--- config.mk ---
export PLATFORM = sky130hd
export DESIGN_NAME = humidity_temp_frame_decoder_unit_flat
export DESIGN_NICKNAME = d
export VERILOG_FILES = /design/src/hdl/hftd_pkg.sv /design/src/hdl/hftd_in_if.sv /design/src/hdl/hftd_out_if.sv /design/src/hdl/hftd_front.sv /design/src/hdl/hftd_queue.sv /design/src/hdl/hftd_back.sv /design/src/hdl/humidity_temp_frame_decoder_unit.sv /design/src/flat_wrapper.sv
export SDC_FILE = /design/constraint.sdc
export NUM_CORES = 1
export LEC_CHECK = 0
export BUFFER_PORTS_ARGS = -buffer_cell sky130_fd_sc_hd__buf_2
export CAP_MARGIN = 20
export CORE_MARGIN = 4
export CORE_UTILIZATION = 55
export DETAILED_ROUTE_END_ITERATION = 10
export MAX_ROUTING_LAYER = met4
export PLACE_DENSITY_LB_ADDON = 0.2
export SLEW_MARGIN = 30
export SYNTH_ARGS = -nofsm -noshare
export SYNTH_HDL_FRONTEND = slang
export SYNTH_SLANG_ARGS = --single-unit
--- constraint.sdc ---
create_clock -name clk -period 6.8 [get_ports clk]
set_input_delay 1.02 -clock clk [delete_from_list [all_inputs] [get_ports clk]]
set_output_delay 1.02 -clock clk [all_outputs]
set_load 0.02 [all_outputs]
--- src/hdl/hftd_pkg.sv ---
`default_nettype none
package hftd_pkg;

	localparam int unsigned BYTE_W = 8;
	localparam int unsigned RAW_W  = 20;
	localparam int unsigned HUM_W  = 14;
	localparam int unsigned TMP_W  = 15;
	localparam int unsigned IDX_W  = 3;

	// Product widths for the fixed-point conversions.
	localparam int unsigned HUM_PROD_W = RAW_W + HUM_W;
	localparam int unsigned TMP_PROD_W = RAW_W + TMP_W;

	localparam logic [BYTE_W-1:0] CRC_POLY = 8'h31;
	localparam logic [BYTE_W-1:0] CRC_INIT = 8'hFF;

	localparam logic [HUM_W-1:0] HUM_SCALE  = 14'd10000;
	localparam logic [TMP_W-1:0] TMP_SCALE  = 15'd20000;
	localparam logic [TMP_W-1:0] TMP_OFFSET = 15'd5000;

	localparam logic [HUM_W-1:0]        HUM_MAX = 14'd9999;
	localparam logic signed [TMP_W-1:0] TMP_MIN = -15'sd5000;
	localparam logic signed [TMP_W-1:0] TMP_MAX = 15'sd14999;

	localparam int unsigned QUEUE_DEPTH_DEF = 2;

	// Frame position: idle, then the index of the next expected byte.
	localparam logic [IDX_W-1:0] IDX_IDLE  = 3'd0;
	localparam logic [IDX_W-1:0] IDX_FIRST = 3'd1;
	localparam logic [IDX_W-1:0] IDX_LAST  = 3'd5;
	localparam logic [IDX_W-1:0] IDX_CRC   = 3'd6;

	typedef enum logic [1:0] {
		ST_OK      = 2'd0,
		ST_BUSY    = 2'd1,
		ST_CRC_ERR = 2'd2
	} status_t;

	typedef struct packed {
		status_t          status;
		logic [RAW_W-1:0] hum_raw;
		logic [RAW_W-1:0] tmp_raw;
	} frame_rec_t;

	typedef struct packed {
		logic full;
		logic empty;
	} q_stat_t;

	// One byte of CRC-8, MSB first, no reflection.
	function automatic logic [BYTE_W-1:0] crc8_feed(input logic [BYTE_W-1:0] crc,
			input logic [BYTE_W-1:0] b);
		logic [BYTE_W-1:0] v;
		v = crc ^ b;
		for (int k = 0; k < BYTE_W; k++) begin
			if (v[BYTE_W-1]) begin
				v = {v[BYTE_W-2:0], 1'b0} ^ CRC_POLY;
			end else begin
				v = {v[BYTE_W-2:0], 1'b0};
			end
		end
		return v;
	endfunction

endpackage
`default_nettype wire

--- src/hdl/hftd_in_if.sv ---
`default_nettype none
interface hftd_in_if;
	import hftd_pkg::*;

	logic              valid;
	logic              ready;
	logic [BYTE_W-1:0] rx_byte;
	logic              frame_start;

	modport source (output valid, output rx_byte, output frame_start, input ready);
	modport sink (input valid, input rx_byte, input frame_start, output ready);

endinterface
`default_nettype wire

--- src/hdl/hftd_out_if.sv ---
`default_nettype none
interface hftd_out_if;
	import hftd_pkg::*;

	logic                     valid;
	logic                     ready;
	logic [1:0]               status;
	logic [RAW_W-1:0]         humidity_raw;
	logic [RAW_W-1:0]         temperature_raw;
	logic [HUM_W-1:0]         humidity_centi_pct;
	logic signed [TMP_W-1:0]  temperature_centi_deg;

	modport source (output valid, output status, output humidity_raw, output temperature_raw,
		output humidity_centi_pct, output temperature_centi_deg, input ready);
	modport sink (input valid, input status, input humidity_raw, input temperature_raw,
		input humidity_centi_pct, input temperature_centi_deg, output ready);

endinterface
`default_nettype wire

--- src/hdl/hftd_front.sv ---
`default_nettype none
module hftd_front (
	input  wire                 clk,
	input  wire                 arst_n,
	hftd_in_if.sink             rx,
	input  hftd_pkg::q_stat_t   qs,
	output logic                push,
	output hftd_pkg::frame_rec_t push_rec
);
	import hftd_pkg::*;

	logic [IDX_W-1:0]    idx_q;
	logic [BYTE_W-1:0]   crc_q;
	logic                busy_q;
	logic [5*BYTE_W-1:0] payload_q;

	logic              acc;
	logic              in_body;
	logic [BYTE_W-1:0] crc_next;

	assign rx.ready = !qs.full;
	assign acc      = rx.valid && rx.ready;
	assign in_body  = (idx_q >= IDX_FIRST) && (idx_q <= IDX_LAST);
	assign crc_next = crc8_feed(rx.frame_start ? CRC_INIT : crc_q, rx.rx_byte);

	always_ff @(posedge clk or negedge arst_n) begin
		if (!arst_n) begin
			idx_q  <= IDX_IDLE;
			crc_q  <= CRC_INIT;
			busy_q <= 1'b0;
		end else if (acc) begin
			if (rx.frame_start) begin
				crc_q  <= crc_next;
				busy_q <= rx.rx_byte[BYTE_W-1];
				idx_q  <= IDX_FIRST;
			end else if (in_body) begin
				crc_q <= crc_next;
				idx_q <= idx_q + 1'b1;
			end else begin
				idx_q <= IDX_IDLE;
			end
		end
	end

	// Bytes 1..5 shift in, so byte 1 ends up most significant.
	always_ff @(posedge clk) begin
		if (acc && !rx.frame_start && in_body) begin
			payload_q <= {payload_q[4*BYTE_W-1:0], rx.rx_byte};
		end
	end

	assign push = acc && !rx.frame_start && (idx_q == IDX_CRC);

	always_comb begin
		if (busy_q) begin
			push_rec.status = ST_BUSY;
		end else if (crc_q != rx.rx_byte) begin
			push_rec.status = ST_CRC_ERR;
		end else begin
			push_rec.status = ST_OK;
		end
		push_rec.hum_raw = payload_q[2*RAW_W-1:RAW_W];
		push_rec.tmp_raw = payload_q[RAW_W-1:0];
	end

endmodule
`default_nettype wire

--- src/hdl/hftd_queue.sv ---
`default_nettype none
module hftd_queue #(
	parameter int unsigned DEPTH = hftd_pkg::QUEUE_DEPTH_DEF
) (
	input  wire                  clk,
	input  wire                  arst_n,
	input  wire                  push,
	input  hftd_pkg::frame_rec_t push_rec,
	input  wire                  pop,
	output hftd_pkg::frame_rec_t head,
	output hftd_pkg::q_stat_t    qs
);
	import hftd_pkg::*;

	localparam int unsigned PTR_W = (DEPTH > 1) ? $clog2(DEPTH) : 1;
	localparam int unsigned CNT_W = $clog2(DEPTH + 1);
	localparam logic [PTR_W-1:0] PTR_LAST = PTR_W'(DEPTH - 1);
	localparam logic [CNT_W-1:0] CNT_FULL = CNT_W'(DEPTH);

	frame_rec_t       mem_q [DEPTH];
	logic [PTR_W-1:0] wr_ptr_q;
	logic [PTR_W-1:0] rd_ptr_q;
	logic [CNT_W-1:0] cnt_q;

	always_ff @(posedge clk) begin
		if (push) begin
			mem_q[wr_ptr_q] <= push_rec;
		end
	end

	always_ff @(posedge clk or negedge arst_n) begin
		if (!arst_n) begin
			wr_ptr_q <= '0;
			rd_ptr_q <= '0;
			cnt_q    <= '0;
		end else begin
			if (push) begin
				wr_ptr_q <= (wr_ptr_q == PTR_LAST) ? '0 : wr_ptr_q + 1'b1;
			end
			if (pop) begin
				rd_ptr_q <= (rd_ptr_q == PTR_LAST) ? '0 : rd_ptr_q + 1'b1;
			end
			if (push && !pop) begin
				cnt_q <= cnt_q + 1'b1;
			end else if (pop && !push) begin
				cnt_q <= cnt_q - 1'b1;
			end
		end
	end

	assign head     = mem_q[rd_ptr_q];
	assign qs.full  = (cnt_q == CNT_FULL);
	assign qs.empty = (cnt_q == '0);

`ifndef SYNTHESIS
	a_cnt_bound: assert property (@(posedge clk) disable iff (!arst_n)
		cnt_q <= CNT_FULL) else $error("queue count exceeds depth");
	a_no_underflow: assert property (@(posedge clk) disable iff (!arst_n)
		pop |-> cnt_q != '0) else $error("pop from empty queue");
	a_no_overflow: assert property (@(posedge clk) disable iff (!arst_n)
		(push && !pop) |-> cnt_q != CNT_FULL) else $error("push into full queue");
`endif

endmodule
`default_nettype wire

--- src/hdl/hftd_back.sv ---
`default_nettype none
module hftd_back (
	input  wire                  clk,
	input  wire                  arst_n,
	input  hftd_pkg::frame_rec_t head,
	input  hftd_pkg::q_stat_t    qs,
	output logic                 pop,
	hftd_out_if.source           res
);
	import hftd_pkg::*;

	logic                  v_s1;
	status_t               status_s1;
	logic [RAW_W-1:0]      hraw_s1;
	logic [RAW_W-1:0]      traw_s1;
	logic [HUM_PROD_W-1:0] hprod_s1;
	logic [TMP_PROD_W-1:0] tprod_s1;

	logic v_s2;
	logic adv1;
	logic adv2;

	assign adv2 = !v_s2 || res.ready;
	assign adv1 = !v_s1 || adv2;
	assign pop  = !qs.empty && adv1;

	always_ff @(posedge clk or negedge arst_n) begin
		if (!arst_n) begin
			v_s1 <= 1'b0;
			v_s2 <= 1'b0;
		end else begin
			if (adv1) begin
				v_s1 <= !qs.empty;
			end
			if (adv2) begin
				v_s2 <= v_s1;
			end
		end
	end

	// Stage 1: scale the raw readings.
	always_ff @(posedge clk) begin
		if (pop) begin
			status_s1 <= head.status;
			hraw_s1   <= head.hum_raw;
			traw_s1   <= head.tmp_raw;
			hprod_s1  <= HUM_PROD_W'(head.hum_raw) * HUM_PROD_W'(HUM_SCALE);
			tprod_s1  <= TMP_PROD_W'(head.tmp_raw) * TMP_PROD_W'(TMP_SCALE);
		end
	end

	// Stage 2: drop the fraction, apply the temperature offset.
	always_ff @(posedge clk) begin
		if (adv2 && v_s1) begin
			res.status                <= status_s1;
			res.humidity_raw          <= hraw_s1;
			res.temperature_raw       <= traw_s1;
			res.humidity_centi_pct    <= hprod_s1[HUM_PROD_W-1:RAW_W];
			res.temperature_centi_deg <= $signed(tprod_s1[TMP_PROD_W-1:RAW_W] - TMP_OFFSET);
		end
	end

	assign res.valid = v_s2;

`ifndef SYNTHESIS
	a_status_code: assert property (@(posedge clk) disable iff (!arst_n)
		res.valid |-> (res.status == ST_OK || res.status == ST_BUSY ||
			res.status == ST_CRC_ERR)) else $error("undefined status code");
	a_hum_range: assert property (@(posedge clk) disable iff (!arst_n)
		res.valid |-> res.humidity_centi_pct <= HUM_MAX) else $error("humidity out of range");
	a_tmp_range: assert property (@(posedge clk) disable iff (!arst_n)
		res.valid |-> (res.temperature_centi_deg >= TMP_MIN &&
			res.temperature_centi_deg <= TMP_MAX)) else $error("temperature out of range");
`endif

endmodule
`default_nettype wire

--- src/hdl/humidity_temp_frame_decoder_unit.sv ---
`default_nettype none
// Channel  Dir  Words                   Payload
// rx       in   one frame byte          rx_byte[7:0], frame_start
// res      out  one decoded frame       status[1:0], humidity_raw[19:0],
//                                       temperature_raw[19:0], humidity_centi_pct[13:0],
//                                       temperature_centi_deg[14:0] (signed)
//
// Bytes are taken one per cycle unless the queue is full; each CRC-8 step is combinational.
// A frame's result passes through the queue and the stage-1 and stage-2 registers.
// Reset (arst_n low) drops any open frame and empties the queue and the result stages.
// rx stalls only when the frame queue is full, which happens when res is held back.
// res may stall at will; results wait in the queue and the two output stages.
module humidity_temp_frame_decoder_unit #(
	parameter int unsigned QUEUE_DEPTH = hftd_pkg::QUEUE_DEPTH_DEF
) (
	input  wire        clk,
	input  wire        arst_n,
	hftd_in_if.sink    rx,
	hftd_out_if.source res
);
	import hftd_pkg::*;

	// The front tracks the frame position, the running CRC and the payload bytes. On the
	// CRC byte it classifies the frame (busy first, then CRC mismatch) and pushes a record.
	logic       push;
	frame_rec_t push_rec;
	frame_rec_t head;
	q_stat_t    qs;
	logic       pop;

	hftd_front u_front (
		.clk      (clk),
		.arst_n   (arst_n),
		.rx       (rx),
		.qs       (qs),
		.push     (push),
		.push_rec (push_rec)
	);

	// The queue decouples the byte stream from the result side, so a stalled result
	// does not hold the front until the queue fills.
	hftd_queue #(
		.DEPTH (QUEUE_DEPTH)
	) u_queue (
		.clk      (clk),
		.arst_n   (arst_n),
		.push     (push),
		.push_rec (push_rec),
		.pop      (pop),
		.head     (head),
		.qs       (qs)
	);

	// The back scales the raw readings in one stage and forms the final values in the
	// output register of the next.
	hftd_back u_back (
		.clk    (clk),
		.arst_n (arst_n),
		.head   (head),
		.qs     (qs),
		.pop    (pop),
		.res    (res)
	);

endmodule
`default_nettype wire
--- src/flat_wrapper.sv ---
// flat-port wrapper written by rule: the top's interface ports become plain ports
module humidity_temp_frame_decoder_unit_flat import hftd_pkg::*;
#(
	parameter int unsigned QUEUE_DEPTH = hftd_pkg::QUEUE_DEPTH_DEF
)
  (clk, arst_n, rx_valid, rx_rx_byte, rx_frame_start, rx_ready, res_valid, res_status, res_humidity_raw, res_temperature_raw, res_humidity_centi_pct, res_temperature_centi_deg, res_ready);
  hftd_in_if rx_i ();
  hftd_out_if res_i ();
  input  wire clk;
  input  wire arst_n;
  input wire logic [$bits(rx_i.valid)-1:0] rx_valid;
  input wire logic [$bits(rx_i.rx_byte)-1:0] rx_rx_byte;
  input wire logic [$bits(rx_i.frame_start)-1:0] rx_frame_start;
  output wire logic [$bits(rx_i.ready)-1:0] rx_ready;
  output wire logic [$bits(res_i.valid)-1:0] res_valid;
  output wire logic [$bits(res_i.status)-1:0] res_status;
  output wire logic [$bits(res_i.humidity_raw)-1:0] res_humidity_raw;
  output wire logic [$bits(res_i.temperature_raw)-1:0] res_temperature_raw;
  output wire logic [$bits(res_i.humidity_centi_pct)-1:0] res_humidity_centi_pct;
  output wire logic [$bits(res_i.temperature_centi_deg)-1:0] res_temperature_centi_deg;
  input wire logic [$bits(res_i.ready)-1:0] res_ready;
  assign rx_i.valid = rx_valid;
  assign rx_i.rx_byte = rx_rx_byte;
  assign rx_i.frame_start = rx_frame_start;
  assign rx_ready = rx_i.ready;
  assign res_valid = res_i.valid;
  assign res_status = res_i.status;
  assign res_humidity_raw = res_i.humidity_raw;
  assign res_temperature_raw = res_i.temperature_raw;
  assign res_humidity_centi_pct = res_i.humidity_centi_pct;
  assign res_temperature_centi_deg = res_i.temperature_centi_deg;
  assign res_i.ready = res_ready;
  humidity_temp_frame_decoder_unit #(.QUEUE_DEPTH(QUEUE_DEPTH)) u_core (.clk(clk), .arst_n(arst_n), .rx(rx_i), .res(res_i));
endmodule
==> qor.yml, run 1 <==
synth.top_cells.by_count: "266 x edfxtp_1, 260 x inv_1, 165 x ha_1, 92 x fa_1, 46 x a21oi_1"
grt-ovfl-total: 0
crit_end: "u_core.u_back.hprod_s1[31]$_DFFE_PP_"
startpoint: "u_core.u_queue.rd_ptr_q$_DFFE_PN0P_"
initial_core_util: 0.559
max_slew_margin: 0.391
cp_top_family: "adder cells"
synthArstFlopShare: 0.0634
cts_inserted_buffers: 30
path_cells: "mux2i_1 > fa_1 > inv_1 > ha_1 > fa_1 > ha_1 > inv_1 > fa_1 > inv_1 > ha_1 > a21oi_1 > o211ai_1 > a221oi_1 > o31ai_4 > a311oi_2 > o21ai_1 > xor2_1"
timing.final.crit_period_ns: 6.03
ios: 86
avgSynthCellArea_um2: 13.3
r2r-end: "u_core.u_back.hprod_s1[31]$_DFFE_PP_"
cpPeakStageDelay_ns: 0.96
worstPathRequired_ns: 7.08
die_h_um: 179
crit_fanout: 30
cts_tree: "built"
setup_viol: 0
finalMaxSlewViolations: 0
die_x_um: 179
avgViaCountPerCell: 5.09
clk_latency_ns: 0.54
synth_edf_count: 266
clock_sinks: 284
placed_cell_area_um2: 17100
synth.most_common_cell: "edfxtp_1"
critPathArrivalTime_ns: 6.32
vias: 8820
wl_per_cell_um: 15.2
routed_wl_mm: 26.3
cts_setup_buffers: 0
rsz0062_at_grt: "false"
nNetsFinal: 1601
numPortBuffers: 85
drc: 0
final_area_um2: 18000
hpwlAfterDp_mm: 19.7
drt_iter0_markers: 341
final-hold-violation-count: 0
syn_to_final_growth_pct: 12.2
grt_antenna_before_repair: 0
critPathCaptureType: "flip-flop"
grt.total_usage: 0.176
yosys.area.top_type_share: 0.498
grt_pass1_wl_mm: 44.2
cts_hold_buf: 0
cts.path.max_buffers: 3
synthAdderAreaFrac: 0.244
hp-class: "input pin to asynchronous set/reset pin"
synth_top_family_by_area: "adder cells"
setup_ws_ns: 0.767
drtAntennaViolNets: 0
grt_start_max_net_pins: 73
synth_area_um2: 16000
fin_tns_setup_ns: 0
crit_cells: 17
post_cts_resized: 0
synthXorXnorAreaFrac: 0.0419
clock_skew_ns: 0.0105
synth_compound_area_frac: 0.0547
startpoint_type: "flip-flop"
dp_worst_setup_slack_ns: 0.731
period_share: 0.887
slowest_stage: "dfrtp_2"
path_class: "flip-flop to flip-flop"
ys_ff_latch: 284
antenna_cells: 0
synth-main-ff-cell: "edfxtp_1"
yosysTopAreaCell: "edfxtp_1"
max_freq_mhz: 166
drt_pass1_iterations: 4
place.gp.congestion: 0.845
tightestPinTransition_ns: 0.913
yosysWarnings: 0
ys_types: 56
cts_max_level: 1
drive_gt1_frac: 0.130
clk_pin_slew_worst_paths_ns: 0.06
r2r_slack_ns: 0.77
yosys.area_share.simple: 0.0406
core_um2: 28700
maxCapViolCount: 0
nFillCells: 2232
run_status: "finished clean"
grt_pass1_vias: 9021
reg2regPathDepth: 17
root_buffer: "clkbuf_16"
die-area_um2: 32000
yosys-top-cells-area: "edfxtp_1 50%, ha_1 13%, fa_1 11%"
syn_nets: 1477
postSynthCellCount: 1207
synthMuxAreaShare: 0.0278
rows: 62
worst-path-buf-inv: 3
timing.rr.start: "u_core.u_queue.rd_ptr_q$_DFFE_PN0P_"
ys_seq_area_frac: 0.527
-- worst min path at each step --
| stage | startpoint | endpoint | slack [ns] | depth (start not counted) |
|---|---|---|---|---|
| 3_5_place_dp | u_core.u_back.hprod_s1[20]$_DFFE_PP_ | u_core.u_back.res.humidity_centi_pct[0]$_DFFE_PP_ | 0.40 | 0 |
| 5_1_grt | arst_n | u_core.u_front.idx_q[0]$_DFFE_PN0P_ | 0.41 | 1 |
| 3_3_place_gp | u_core.u_back.hraw_s1[18]$_DFFE_PP_ | u_core.u_back.res.humidity_raw[18]$_DFFE_PP_ | 0.40 | 0 |
| 2_1_floorplan | u_core.u_back.hprod_s1[20]$_DFFE_PP_ | u_core.u_back.res.humidity_centi_pct[0]$_DFFE_PP_ | 0.40 | 0 |
| 6_report | arst_n | u_core.u_front.idx_q[0]$_DFFE_PN0P_ | 0.41 | 1 |
| 4_1_cts | arst_n | u_core.u_front.idx_q[0]$_DFFE_PN0P_ | 0.40 | 1 |
-- stage by stage --
stage / utilization / hold slack, ns / instances
2_1_floorplan: - / 0.400 / 1207
3_3_place_gp: 0.595 / 0.401 / 1682
3_5_place_dp: 0.595 / 0.405 / 1682
4_1_cts: 0.626 / 0.396 / 1733
5_1_grt: 0.627 / 0.409 / 1734
6_report: 0.627 / 0.412 / 1734
-- layout by cell type (no fill, tap or decap), types with 6 or more instances in the layout --
cell         n
dfstp_2      8
dfrtp_1      9
a211oi_1     6
mux2i_1     40
clkbuf_16   31
edfxtp_1   266
nor2_1      30
nand2b_1     7
xor2_1      36
clkbuf_1     7
ha_1       165
a21o_1      16
a21oi_1     46
fa_1        92
buf_4       20
nand3_1     14
buf_2       85
a31oi_1      8
xnor2_1     37
nand2_1     39
o21ai_0     25
o21ai_1      8
inv_1      259
nand4_1      9
-- state kept, by name (all words and copies together), names as in the netlist --
register and count:
u_core.u_queue.mem_q 84, u_core.u_front.payload_q 40, u_core.u_back.hraw_s1 20, u_core.u_back.res.humidity_raw 20
u_core.u_back.res.temperature_raw 20, u_core.u_back.traw_s1 20, u_core.u_back.res.temperature_centi_deg 15, u_core.u_back.tprod_s1 15
u_core.u_back.hprod_s1 14, u_core.u_back.res.humidity_centi_pct 14, u_core.u_front.crc_q 8, u_core.u_front.idx_q 3
u_core.u_back.res.status 2, u_core.u_back.status_s1 2, u_core.u_queue.cnt_q 2, u_core.u_back.res.valid 1
u_core.u_back.v_s1 1, u_core.u_front.busy_q 1, u_core.u_queue.rd_ptr_q 1, u_core.u_queue.wr_ptr_q 1
-- cells by family after synthesis --
kind of cell,count (synthesis)
flops,284
buf+inv,276
fa+ha+maj,257
compound gates,139
simple gates,132
xor+xnor,75
mux,44
-- worst register-to-register path, cell delays in order, from the launching register on --
cell,delay (ns)
dfrtp_2,0.96
mux2i_1,0.57
fa_1,0.51
inv_1,0.08
ha_1,0.25
fa_1,0.44
ha_1,0.28
inv_1,0.05
fa_1,0.52
inv_1,0.04
ha_1,0.34
a21oi_1,0.20
o211ai_1,0.11
a221oi_1,0.50
o31ai_4,0.17
a311oi_2,0.42
o21ai_1,0.16
xor2_1,0.16
-- final cells by class --
type / instances / area [um2] / share of cell area
sequential: 284 / 8450 / 0.469
multi-input combinational: 647 / 6560 / 0.365
inverter: 260 / 976 / 0.0542
clock buffer: 38 / 802 / 0.0445
timing repair buffer: 108 / 634 / 0.0352
tap: 384 / 480 / 0.0267
clock inverter: 13 / 97.6 / 0.00542
-- metal layers --
layer	GRT usage	wire length [um]
met5	-	0
met4	0.0384	518
met3	0.0255	1080
met2	0.294	12800
met1	0.234	11900
Power of run 1 is left out: the tool's default activity adds up to more than one toggle a clock period on the data nets, which glitch-free logic cannot reach.
==> run 2, diff against run 1 <==
--- a/config.mk
+++ b/config.mk
@@ -11,2 +11,3 @@
 export CORE_UTILIZATION = 55
+export CTS_CLUSTER_SIZE = 10
 export DETAILED_ROUTE_END_ITERATION = 10
--- a/constraint.sdc
+++ b/constraint.sdc
@@ -3,2 +3,2 @@
 set_output_delay 1.02 -clock clk [all_outputs]
-set_load 0.02 [all_outputs]
+set_load 0.005 [all_outputs]
==> qor.yml, run 2 (synthesis gave the netlist of run 1 again) <==
cts_setup_buffers: 0
cts_max_level: 2
die_h_um: 179
nNetsFinal: 1606
rows: 62
period_share: 0.887
placed_cell_area_um2: 17100
die-area_um2: 32000
drt_pass1_iterations: 4
grt_antenna_before_repair: 0
holdCritStartpoint: "u_core.u_back.traw_s1[7]$_DFFE_PP_"
layout_common_cells: "266 x edfxtp_1, 259 x inv_1, 165 x ha_1"
clk_pin_slew_worst_paths_ns: 0.05
startpoint_type: "flip-flop"
crit_fanout: 30
final-hold-violation-count: 0
critPathArrivalTime_ns: 6.28
cts_inserted_buffers: 35
initial_core_util: 0.559
clock_skew_ns: 0.0134
cts.path.max_buffers: 3
drc: 0
grt_pass1_vias: 9151
clock_sinks: 284
rsz0062_at_grt: "false"
drive_gt1_frac: 0.133
hpwlAfterDp_mm: 19.7
cts_hold_buf: 0
max_freq_mhz: 166
maxCapViolCount: 0
core_um2: 28700
setup_ws_ns: 0.769
hp-class: "flip-flop to flip-flop"
grt.total_usage: 0.183
worstPathRequired_ns: 7.04
antenna_cells: 0
vias: 8867
final_util: 0.632
place.gp.congestion: 0.845
tightestPinTransition_ns: 0.915
die_x_um: 179
largest-register: "u_core.u_queue.mem_q"
reg.largest.list: "u_core.u_queue.mem_q: 84 flops, u_core.u_front.payload_q: 40 flops"
syn_to_final_growth_pct: 13.0
grt_pass1_wl_mm: 45.1
routed_wl_mm: 26.9
root_buffer: "clkbuf_16"
drtAntennaViolNets: 0
critPathCaptureType: "flip-flop"
ios: 86
numPortBuffers: 85
finalMaxSlewViolations: 0
grt-ovfl-total: 0
drt_iter0_markers: 369
avgViaCountPerCell: 5.10
final_area_um2: 18100
largest_register_ffs: 84
timing.rr.start: "u_core.u_queue.rd_ptr_q$_DFFE_PN0P_"
setup_viol: 0
layout_commonest_cell: "edfxtp_1"
cts_tree: "built"
grt_start_max_net_pins: 73
max_slew_margin: 0.390
fin_tns_setup_ns: 0
run_status: "finished clean"
post_cts_resized: 0
clk_latency_ns: 0.50
startpoint: "u_core.u_queue.rd_ptr_q$_DFFE_PN0P_"
timing.final.crit_period_ns: 6.03
path_class: "flip-flop to flip-flop"
dp_worst_setup_slack_ns: 0.731
wl_per_cell_um: 15.5
run 2: through the flow:
step                      std cells  hold slack, ns
final                          1738           0.409
after global routing           1738           0.421
after CTS                      1737           0.410
after detailed placement       1682           0.405
after global placement         1682           0.401
after floorplan                1207           0.400
run 2: cell type report:
cell class / count / area [um2]
clock buffers: 51 / 987
well taps: 384 / 480
multi-input cells: 647 / 6560
clock inverters: 4 / 35.0
fillers: 2208 / 10600
inverters: 260 / 976
repair buffers: 108 / 634
flip-flops and latches: 284 / 8450
run 2: layer usage:
| metal | part of all wire | track usage |
|---|---|---|
| met1 | 0.45 | 0.238 |
| met2 | 0.49 | 0.301 |
| met4 | 0.025 | 0.0540 |
| met5 | 0 | - |
| met3 | 0.038 | 0.0280 |
run 2: path summary, 6_finish.rpt:
path / endpoint / slack, ns / cells past startpoint
worst max-delay path: u_core.u_back.hprod_s1[31]$_DFFE_PP_ / 0.77 / 17
worst min-delay path: u_core.u_back.res.temperature_raw[7]$_DFFE_PP_ / 0.41 / 0
worst max register to register: u_core.u_back.hprod_s1[31]$_DFFE_PP_ / 0.77 / 17
worst min register to register: u_core.u_back.res.temperature_raw[7]$_DFFE_PP_ / 0.41 / 0
max in group asynchronous: u_core.u_front.crc_q[3]$_DFFE_PN1P_ / 6.00 / 1
min in group asynchronous: u_core.u_front.idx_q[0]$_DFFE_PN0P_ / 0.46 / 1
run 2: worst max-delay path, cell delays in order, from the launching register on:
cell,delay (ns)
dfrtp_2,0.95
mux2i_1,0.56
fa_1,0.51
inv_1,0.08
ha_1,0.25
fa_1,0.44
ha_1,0.28
inv_1,0.05
fa_1,0.52
inv_1,0.04
ha_1,0.34
a21oi_1,0.19
o211ai_1,0.11
a221oi_1,0.50
o31ai_4,0.17
a311oi_2,0.42
o21ai_1,0.16
xor2_1,0.16
Power of run 2 is left out for the same reason.
==> run 3, diff against run 2 <==
- RECOVER_POWER: unset -> 50
==> qor.yml, run 3 (synthesis gave the netlist of run 1 again) <==
grt_start_max_net_pins: 73
layout_common_cells: "266 x edfxtp_1, 259 x inv_1, 165 x ha_1"
drtAntennaViolNets: 0
clk_pin_slew_worst_paths_ns: 0.05
timing.final.crit_period_ns: 6.14
root_buffer: "clkbuf_16"
grt.total_usage: 0.183
final_area_um2: 18000
setup_ws_ns: 0.664
critPathArrivalTime_ns: 6.38
nNetsFinal: 1606
worstPathRequired_ns: 7.04
multi_input_area_um2: 6560
largest-register: "u_core.u_queue.mem_q"
max_freq_mhz: 163
rows: 62
cts_setup_buffers: 0
clk_latency_ns: 0.50
hpwlAfterDp_mm: 19.7
core_um2: 28700
ios: 86
max_slew_margin: -1.75
cts_inserted_buffers: 35
finalNonFillerCells: 1738
setup_viol: 0
cts_max_level: 2
dp_worst_setup_slack_ns: 0.731
largest_register_ffs: 84
cts_tree: "built"
grt_pass1_vias: 9151
die_h_um: 179
path_class: "flip-flop to flip-flop"
cts_hold_buf: 0
die-area_um2: 32000
final-hold-violation-count: 0
drt_iter0_markers: 341
clock_sinks: 284
grt_pass1_wl_mm: 45.1
initial_core_util: 0.559
layout_commonest_cell: "edfxtp_1"
die_x_um: 179
post_cts_resized: 0
drc: 0
numPortBuffers: 85
reg.largest.list: "u_core.u_queue.mem_q: 84 flops, u_core.u_front.payload_q: 40 flops"
drive_gt1_frac: 0.114
antenna_cells: 0
avgViaCountPerCell: 5.11
vias: 8889
nFillCells: 2229
syn_to_final_growth_pct: 12.4
maxCapViolCount: 3
grt_antenna_before_repair: 0
run_status: "complete, but fails checks"
finalMaxSlewViolations: 147
critPathCaptureType: "flip-flop"
drt_pass1_iterations: 4
violations: "max-capacitance violations, max-slew violations"
place.gp.congestion: 0.845
cts.path.max_buffers: 3
grt-ovfl-total: 0
clock_skew_ns: 0.0135
routed_wl_mm: 27.0
placed_cell_area_um2: 17100
startpoint_type: "flip-flop"
ff_latch_area_um2: 8450
fin_tns_setup_ns: 0
rsz0062_at_grt: "false"
crit_fanout: 30
period_share: 0.902
placed_cells: 1682
wl_per_cell_um: 15.5
hp-class: "flip-flop to flip-flop"
tightestPinTransition_ns: 4.12
## run 3: final cells by class
type                       instances  area share
clock buffer                      51      0.0547
clock inverter                     4     0.00194
inverter                         260      0.0541
timing repair buffer             108      0.0302
multi-input combinational        647       0.364
sequential                       284       0.469
tap                              384      0.0266
## run 3: layer usage
| layer | track usage | vias up | wire [um] |
|---|---|---|---|
| met3 | 0.0280 | 48 | 1010 |
| met5 | - | - | 0 |
| met2 | 0.301 | 154 | 13200 |
| li1 | - | 4373 | - |
| met4 | 0.0540 | 0 | 673 |
| met1 | 0.238 | 4314 | 12100 |
## run 3: per-stage QoR
step                       util  hold slack (ns)
after CTS                 0.630            0.410
after global placement    0.595            0.401
final                     0.628            0.408
after floorplan               -            0.400
after detailed placement  0.595            0.405
after global routing      0.628            0.421
## run 3: critical path, stage by stage, from the launching register on
cell and delay [ns]:
dfrtp_2 0.95, mux2i_1 0.27, clkbuf_1 0.40, fa_1 0.49
inv_1 0.07, ha_1 0.24, fa_1 0.48, ha_1 0.29
inv_1 0.05, fa_1 0.52, inv_1 0.04, ha_1 0.34
a21oi_1 0.19, o211ai_1 0.11, a221oi_1 0.50, o31ai_4 0.17
a311oi_2 0.42, o21ai_1 0.16, xor2_1 0.16
## run 3: final timing paths
kind                            depth (start not counted)                                start  slack, ns                                              to
worst max-delay path                                   18  u_core.u_queue.rd_ptr_q$_DFFE_PN0P_       0.66            u_core.u_back.hprod_s1[31]$_DFFE_PP_
worst min-delay path                                    0   u_core.u_back.traw_s1[7]$_DFFE_PP_       0.41  u_core.u_back.res.temperature_raw[7]$_DFFE_PP_
worst max register to register                         18  u_core.u_queue.rd_ptr_q$_DFFE_PN0P_       0.66            u_core.u_back.hprod_s1[31]$_DFFE_PP_
worst min register to register                          0   u_core.u_back.traw_s1[7]$_DFFE_PP_       0.41  u_core.u_back.res.temperature_raw[7]$_DFFE_PP_
max in group asynchronous                               1                               arst_n       5.40             u_core.u_queue.rd_ptr_q$_DFFE_PN0P_
min in group asynchronous                               1                               arst_n       0.69             u_core.u_front.idx_q[0]$_DFFE_PN0P_
Power of run 3 is left out for the same reason.
